File: src/design/ffsa_pkg.sv
`default_nettype none
package ffsa_pkg;

    // table and pool dimensions
    localparam int MAX_SEGMENTS = 16;
    localparam int POOL_UNITS   = 512;

    // segment start and size width, wide enough to hold the whole pool
    localparam int SZ_W  = $clog2(POOL_UNITS + 1);
    // width used for compares against the 10-bit request size
    localparam int CMP_W = (SZ_W > 10) ? SZ_W : 10;

    localparam logic [SZ_W-1:0] POOL_SIZE = SZ_W'(POOL_UNITS);

    // result status codes
    localparam logic [2:0] ST_GRANTED  = 3'd0;
    localparam logic [2:0] ST_NOFIT    = 3'd1;
    localparam logic [2:0] ST_RELEASED = 3'd2;
    localparam logic [2:0] ST_NOOWNER  = 3'd3;
    localparam logic [2:0] ST_FULL     = 3'd4;

    // command codes
    localparam logic CMD_ALLOC = 1'b0;
    localparam logic CMD_FREE  = 1'b1;

    // input transaction
    typedef struct packed {
        logic       cmd;
        logic [7:0] owner_id;
        logic [9:0] request_size;
    } t_in;

    // result transaction
    typedef struct packed {
        logic [2:0] status;
        logic [8:0] start_unit;
        logic [9:0] granted_units;
    } t_out;

    // one table entry, held in one cell
    typedef struct packed {
        logic            valid;
        logic [SZ_W-1:0] start;
        logic [SZ_W-1:0] size;
        logic            free;
        logic [7:0]      owner;
    } t_seg;

    // operation broadcast to every cell
    typedef enum logic [1:0] {
        OP_HOLD  = 2'd0,
        OP_ALLOC = 2'd1,
        OP_MARK  = 2'd2,
        OP_MERGE = 2'd3
    } t_op;

    typedef struct packed {
        t_op        op;
        logic [7:0] owner;
        logic [9:0] want;
        logic       full;
    } t_bcast;

    // chain handed from each cell to the next one up
    typedef struct packed {
        logic taken;   // an earlier cell was hit (alloc) or merged (merge)
        logic split;   // the hit cell needs a split
        logic hit;     // the cell just below was the hit cell
    } t_chain;

endpackage
`default_nettype wire

File: src/design/ffsa_cell.sv
`default_nettype none
module ffsa_cell (
    input  wire               i_clk,
    input  wire               i_rst_n,
    input  ffsa_pkg::t_seg    i_init,
    input  ffsa_pkg::t_bcast  i_bc,
    input  ffsa_pkg::t_seg    i_left,
    input  ffsa_pkg::t_seg    i_right,
    input  ffsa_pkg::t_chain  i_chain,
    output ffsa_pkg::t_chain  o_chain,
    output ffsa_pkg::t_seg    o_seg,
    output logic              o_hit,
    output logic              o_match
);

    localparam int CW = ffsa_pkg::CMP_W;
    localparam int SW = ffsa_pkg::SZ_W;

    ffsa_pkg::t_seg r_seg;
    ffsa_pkg::t_seg n_seg;

    logic [CW-1:0] size_ext;
    logic [CW-1:0] want_ext;
    logic [CW-1:0] left_start_ext;
    logic [CW-1:0] left_size_ext;
    logic          fit;
    logic          hit;
    logic          split_here;
    logic          do_shift;
    logic          pair;

    assign size_ext       = CW'(r_seg.size);
    assign want_ext       = CW'(i_bc.want);
    assign left_start_ext = CW'(i_left.start);
    assign left_size_ext  = CW'(i_left.size);

    // first-fit candidate and owner match
    assign fit        = r_seg.valid & r_seg.free & (i_bc.want != 10'd0) & (size_ext >= want_ext);
    assign hit        = fit & ~i_chain.taken;
    assign split_here = hit & (size_ext > want_ext);
    assign do_shift   = i_chain.split & ~i_bc.full;
    assign o_match    = r_seg.valid & ~r_seg.free & (r_seg.owner == i_bc.owner);

    // adjacent free pair with the neighbour above
    assign pair = r_seg.valid & r_seg.free & i_right.valid & i_right.free;

    assign o_hit = (i_bc.op == ffsa_pkg::OP_ALLOC) & hit;
    assign o_seg = r_seg;

    // chain to the next cell
    always_comb begin
        o_chain = '0;
        case (i_bc.op)
            ffsa_pkg::OP_ALLOC: begin
                o_chain.taken = i_chain.taken | fit;
                o_chain.split = hit ? split_here : i_chain.split;
                o_chain.hit   = hit;
            end
            ffsa_pkg::OP_MERGE: begin
                o_chain.taken = i_chain.taken | pair;
            end
            default: begin
                o_chain = '0;
            end
        endcase
    end

    // entry update
    always_comb begin
        n_seg = r_seg;
        case (i_bc.op)
            ffsa_pkg::OP_ALLOC: begin
                if (hit) begin
                    if (!(split_here && i_bc.full)) begin
                        n_seg.size  = SW'(want_ext);
                        n_seg.free  = 1'b0;
                        n_seg.owner = i_bc.owner;
                    end
                end else if (i_chain.hit && do_shift) begin
                    // remainder of the split segment below
                    n_seg.valid = 1'b1;
                    n_seg.start = SW'(left_start_ext + want_ext);
                    n_seg.size  = SW'(left_size_ext - want_ext);
                    n_seg.free  = 1'b1;
                    n_seg.owner = 8'd0;
                end else if (i_chain.taken && do_shift) begin
                    n_seg = i_left;
                end
            end
            ffsa_pkg::OP_MARK: begin
                if (o_match) begin
                    n_seg.free  = 1'b1;
                    n_seg.owner = 8'd0;
                end
            end
            ffsa_pkg::OP_MERGE: begin
                if (i_chain.taken) begin
                    n_seg = i_right;
                end else if (pair) begin
                    n_seg.size = SW'(r_seg.size + i_right.size);
                end
            end
            default: begin
                n_seg = r_seg;
            end
        endcase
    end

    always_ff @(posedge i_clk) begin
        if (!i_rst_n) begin
            r_seg <= i_init;
        end else begin
            r_seg <= n_seg;
        end
    end

endmodule
`default_nettype wire

File: src/design/first_fit_segment_allocator_unit.sv
// allocate: request and result each registered; the next input is taken only back in idle
// free: owner's segments marked free in the exec state, then m merges (0 to 15) in the merge state,
//   one merge of two adjacent free segments per cycle in the cell row; then result registered
// free of an owner that holds nothing: no-owner result registered straight from the exec state
// a waiting result holds the block before its update step, the next input is still taken
// synchronous reset returns the table to one free segment covering the whole pool
`default_nettype none
module first_fit_segment_allocator_unit (
    input  wire              i_clk,
    input  wire              i_rst_n,
    input  wire              i_in_valid,
    output logic             o_in_ready,
    input  ffsa_pkg::t_in    i_in_data,
    output logic             o_out_valid,
    input  wire              i_out_ready,
    output ffsa_pkg::t_out   o_out_data
);

    localparam int N  = ffsa_pkg::MAX_SEGMENTS;
    localparam int CW = ffsa_pkg::CMP_W;

    typedef enum logic [2:0] {
        S_IDLE  = 3'b001,
        S_EXEC  = 3'b010,
        S_MERGE = 3'b100
    } t_state;

    t_state r_state;
    t_state n_state;

    ffsa_pkg::t_in    r_req;
    ffsa_pkg::t_out   r_out;
    ffsa_pkg::t_out   n_out;
    logic             r_out_valid;
    logic             n_out_valid;

    ffsa_pkg::t_bcast w_bc;
    ffsa_pkg::t_seg   w_seg   [N];
    ffsa_pkg::t_seg   w_left  [N];
    ffsa_pkg::t_seg   w_right [N];
    ffsa_pkg::t_seg   w_init  [N];
    ffsa_pkg::t_chain w_chain [N+1];
    logic [N-1:0]     w_hit;
    logic [N-1:0]     w_match;

    logic             out_free;
    logic             load;
    logic [CW-1:0]    hit_start;

    assign out_free    = ~r_out_valid | i_out_ready;
    assign o_in_ready  = (r_state == S_IDLE);
    assign o_out_valid = r_out_valid;
    assign o_out_data  = r_out;

    assign w_chain[0] = '0;

    // broadcast to the cell row
    always_comb begin
        w_bc.owner = r_req.owner_id;
        w_bc.want  = r_req.request_size;
        w_bc.full  = w_seg[N-1].valid;
        w_bc.op    = ffsa_pkg::OP_HOLD;
        case (r_state)
            S_EXEC: begin
                if (out_free) begin
                    w_bc.op = (r_req.cmd == ffsa_pkg::CMD_ALLOC) ? ffsa_pkg::OP_ALLOC
                                                                 : ffsa_pkg::OP_MARK;
                end
            end
            S_MERGE: begin
                w_bc.op = ffsa_pkg::OP_MERGE;
            end
            default: begin
                w_bc.op = ffsa_pkg::OP_HOLD;
            end
        endcase
    end

    // row of segment cells
    for (genvar g = 0; g < N; g++) begin : g_cell
        if (g == 0) begin : g_first
            assign w_left[g]       = '0;
            assign w_init[g].valid = 1'b1;
            assign w_init[g].start = '0;
            assign w_init[g].size  = ffsa_pkg::POOL_SIZE;
            assign w_init[g].free  = 1'b1;
            assign w_init[g].owner = 8'd0;
        end else begin : g_rest
            assign w_left[g] = w_seg[g-1];
            assign w_init[g] = '0;
        end
        if (g == N - 1) begin : g_last
            assign w_right[g] = '0;
        end else begin : g_mid
            assign w_right[g] = w_seg[g+1];
        end

        ffsa_cell u_cell (
            .i_clk   (i_clk),
            .i_rst_n (i_rst_n),
            .i_init  (w_init[g]),
            .i_bc    (w_bc),
            .i_left  (w_left[g]),
            .i_right (w_right[g]),
            .i_chain (w_chain[g]),
            .o_chain (w_chain[g+1]),
            .o_seg   (w_seg[g]),
            .o_hit   (w_hit[g]),
            .o_match (w_match[g])
        );
    end

    // start of the hit segment
    always_comb begin
        hit_start = '0;
        for (int k = 0; k < N; k++) begin
            hit_start = hit_start | (w_hit[k] ? CW'(w_seg[k].start) : '0);
        end
    end

    // sequencing and result
    always_comb begin
        n_state = r_state;
        n_out   = r_out;
        load    = 1'b0;
        case (r_state)
            S_IDLE: begin
                if (i_in_valid) begin
                    n_state = S_EXEC;
                end
            end
            S_EXEC: begin
                if (out_free) begin
                    if (r_req.cmd == ffsa_pkg::CMD_ALLOC) begin
                        load    = 1'b1;
                        n_state = S_IDLE;
                        n_out   = '0;
                        if (!w_chain[N].taken) begin
                            n_out.status = ffsa_pkg::ST_NOFIT;
                        end else if (w_chain[N].split && w_bc.full) begin
                            n_out.status = ffsa_pkg::ST_FULL;
                        end else begin
                            n_out.status        = ffsa_pkg::ST_GRANTED;
                            n_out.start_unit    = hit_start[8:0];
                            n_out.granted_units = r_req.request_size;
                        end
                    end else if (|w_match) begin
                        n_state = S_MERGE;
                    end else begin
                        load         = 1'b1;
                        n_state      = S_IDLE;
                        n_out        = '0;
                        n_out.status = ffsa_pkg::ST_NOOWNER;
                    end
                end
            end
            S_MERGE: begin
                if (!w_chain[N].taken && out_free) begin
                    load         = 1'b1;
                    n_state      = S_IDLE;
                    n_out        = '0;
                    n_out.status = ffsa_pkg::ST_RELEASED;
                end
            end
            default: begin
                n_state = S_IDLE;
            end
        endcase
        n_out_valid = load | (r_out_valid & ~i_out_ready);
    end

    always_ff @(posedge i_clk) begin
        if (!i_rst_n) begin
            r_state     <= S_IDLE;
            r_out_valid <= 1'b0;
        end else begin
            r_state     <= n_state;
            r_out_valid <= n_out_valid;
        end
    end

    // payload registers
    always_ff @(posedge i_clk) begin
        if (i_in_valid && o_in_ready) begin
            r_req <= i_in_data;
        end
        if (load) begin
            r_out <= n_out;
        end
    end

endmodule
`default_nettype wire

File: config.mk
export PLATFORM = sky130hd
export DESIGN_NAME = first_fit_segment_allocator_unit
export DESIGN_NICKNAME = d
export VERILOG_FILES = /design/src/design/ffsa_pkg.sv /design/src/design/ffsa_cell.sv /design/src/design/first_fit_segment_allocator_unit.sv
export SDC_FILE = /design/constraint.sdc
export NUM_CORES = 2
export LEC_CHECK = 0
export BUFFER_PORTS_ARGS = -buffer_cell sky130_fd_sc_hd__clkbuf_2
export CORE_MARGIN = 1
export CORE_UTILIZATION = 45
export DETAILED_ROUTE_END_ITERATION = 10
export GPL_ROUTABILITY_DRIVEN = 1
export PLACE_DENSITY = 0.71
export SETUP_SLACK_MARGIN = 0.3
export SYNTH_ARGS = -nofsm -noshare
export SYNTH_HDL_FRONTEND = slang
export SYNTH_SLANG_ARGS = --single-unit
File: constraint.sdc
create_clock -name i_clk -period 8 [get_ports i_clk]
set_clock_uncertainty 0.05 [all_clocks]
set_input_delay 1.2 -clock i_clk [delete_from_list [all_inputs] [get_ports i_clk]]
set_output_delay 1.2 -clock i_clk [all_outputs]
set_load 0.05 [all_outputs]
==> run metrics <==
status=finished, final reports clean; maximum number of pins on one net before global-route repair=187; switching power of the nets=0.002564 W; library cells used by synthesis=111; period utilisation layout=0.8476; unrepaired setup endpoints after global routing=no; crit-path cells=inv_1 -> ha_1 -> a211oi_1 -> nor2_1 -> o311ai_0 -> a221o_2 -> o211ai_2 -> or3_1 -> o21ai_2 -> buf_4 -> and2_0 -> and3_1 -> nor2_1 -> a22o_1 -> a221oi_1 -> nor3_1; leakage power=20.16 nW; number of flops mapped to enable cells by yosys=41; Crit path required time=8.45 ns; VDD IR max=0.1740 mV; # rows=118; overall power consumption=0.007713 W; hold-fix buffers at CTS=0; initial core utilization=0.4554; Skew-Pair Late Insertion Delay=0.69 ns; placed wire-length estimate after detailed placement=117.0 mm; classification of the worst setup path=flip-flop to flip-flop; GRT Resource Usage Total=0.2932; H-tree levels=2; Critical-path top delay cell=and3_1; Die X=326.3 microns; number of register bits inferred by synthesis=499; max-cap check violation count=0; CTS Buf Count=61; die extent in y=326.3 microns; clock sinks=499; highest fanout seen on the critical path=19; worst hold path depth=2; portion of the post-synthesis area used by sequential elements=0.2197; final estimated routing congestion in global placement=0.9857; internal portion of total power=0.005150 W; global-route wire length before repair=252.5 mm; proportion of power drawn by flip-flops and latches=0.359; Total Wirelength=161.4 mm; slowest cell delay on critical path=1.00 ns; Setup violations, final=0; CTS Root Buffer Type=clkbuf_16; synthesized netlist net count=6797; switching share of power=0.3324; via count=47727; number of instances in the synthesized netlist=6323; number of buffers and inverters on the critical path=2; crit path capture type=flip-flop; type of origin of the critical path=flip-flop; Cell Count, Final, Fillers Out=7555; minimum period implied by the final worst setup slack=6.781 ns; port bufs=46; dominant cells by area after synthesis=dfxtp_1 19%, ha_1 11%, a21oi_1 7.5%; 1st-iter DRT viols=4929; setup TNS=0 ns; Syn-to-layout area delta=7.571%; Ports=47; share of the synthesized area in the top cell type=0.1937; final layout net count=6597; layout cell share with drive strength beyond 1=0.05685; data arrival time of the worst path=7.23 ns; via count of the first global-routing pass=45011; Ys Warns=0; DRC violations left=0; detailed-routing iteration count for the pre-antenna-repair pass=8; instance count after placement with tap cells included=7440; end-of-flow core utilization=0.4899; cell family with most CP delay=simple AND/OR/NAND/NOR gates; worst hold path class=flip-flop to flip-flop; WL/cell=21.36 microns; Die Footprint=0.1065 sq mm; post-synthesis average cell area=7.486 sq um; netlist area before placement=0.04733 sq mm; total count of max-transition violations in the final report=0; number of buffers between clock root and the deepest sink=3; Clk pwr share=0.408; worst slew slack as a fraction of its limit=0.1144; worst-case reg-to-reg path depth=16; Power Density=151.5 mW/mm^2; Comb pwr share=0.233; dominant cell by count in the synthesized netlist=a21oi_1; Worst path depth=16; antenna violations before repair=3; worst slack at placement=1.377 ns; Core Area=0.1039 sq mm; CTS-repair resized insts=0; Post-synth top flop=dfxtp_1; cell with the most instances on the worst path=nor2_1; number of buffers inserted by post-CTS setup repair=0; CTS clk-pin slew, worst paths=0.06 ns; Congestion Overflow GR=0; actual slew at the worst max-slew pin=1.324 ns; CTS tree=yes; final number of hold-violating endpoints=0; highest achievable clock rate=147.5 MHz; remaining antenna violation count=0; Post-synth top cells=712 x a21oi_1, 636 x nor2_1, 616 x nand2_1; share of synthesized flip-flops with an asynchronous set or reset=0; fin worst setup slack=1.219 ns; cell type with the largest total area after synthesis=dfxtp_1; via density per instance=6.317
cell type report:
type	instances	area [sq um]
Tap cell	1380	1727
Multi-Input combinational cell	5200	34620
Inverter	190	720.7
Antenna cell	1	2.502
Sequential cell	499	10400
Clock inverter	34	495.5
Timing Repair Buffer	171	1234
Fill cell	10058	53020
Clock buffer	80	1720
layout by cell type (no fill, tap or decap), drive strengths merged, types with 189 or more instances in the layout:
cell type	n
inv	190
xnor2	261
ha	407
nand3	189
o21ai	370
dfxtp	458
nand2	618
a211oi	249
nor2	639
a21oi	715
worst reg2reg max path, cell delays in order (launching register included):
cell      delay, ns
edfxtp_1       0.39
inv_1          0.43
ha_1           0.39
a211oi_1       0.22
nor2_1         0.08
o311ai_0       0.80
a221o_2        0.36
o211ai_2       0.18
or3_1          0.58
o21ai_2        0.23
buf_4          0.26
and2_0         0.70
and3_1         1.00
nor2_1         0.32
a22o_1         0.27
a221oi_1       0.29
nor3_1         0.09
flip-flops by register name, indices dropped and copies added, names as in the netlist:
signal	flops
g_cell.u_cell.o_seg	294
g_cell.u_cell.size_ext	160
o_out_data	22
r_req	19
r_state	3
o_out_valid	1
worst paths after layout:
check / from / endpoint / slack [ns]
min: g_cell[15].u_cell.o_seg[27]$_SDFFE_PN0P_ / g_cell[15].u_cell.o_seg[27]$_SDFFE_PN0P_ / 0.45
min reg2reg: g_cell[15].u_cell.o_seg[27]$_SDFFE_PN0P_ / g_cell[15].u_cell.o_seg[27]$_SDFFE_PN0P_ / 0.45
max reg2reg: r_req[5]$_DFFE_PP_ / g_cell[13].u_cell.o_seg[5]$_SDFFE_PN0P_ / 1.22
max: r_req[5]$_DFFE_PP_ / g_cell[13].u_cell.o_seg[5]$_SDFFE_PN0P_ / 1.22
cells by family (layout without fill, tap and decap cells):
kind of cell	Yosys count	in the layout	share of synthesized area
multiplexers	172	172	0.03648
AND/OR/NAND/NOR	2004	2004	0.1928
adder cells (fa/ha/maj)	451	451	0.1262
flip-flops	499	499	0.2197
AO/OA/AOI/OAI	2143	2143	0.2936
buffers and inverters	624	475	0.05162
XOR/XNOR	430	430	0.07956
other	0	1	0
layer usage:
layer | GRT usage | up-vias | wire length (microns)
li1 | - | 22656 | -
met1 | 0.3845 | 22505 | 67280
met2 | 0.4680 | 2120 | 71530
met3 | 0.04767 | 442 | 14350
met4 | 0.1406 | 4 | 8173
met5 | 0 | - | 23
stage by stage:
stage	cell area, sq um	hold WS [ns]
after floorplan	47330	0.4048
after global placement	48700	0.4255
after detailed placement	48700	0.4329
after CTS	50920	0.4427
after global routing	50920	0.4716
final	50920	0.4463
power by group through the flow:
stage          sequential (W)  clock, W  combinational, W
4_1_cts               0.00277   0.00317           0.00176
5_1_grt               0.00278   0.00326           0.00196
2_1_floorplan         0.00280         0           0.00126
3_5_place_dp          0.00282         0           0.00175
6_report              0.00277   0.00315           0.00180
3_3_place_gp          0.00282         0           0.00171
Power figures use the tool's default switching activity.
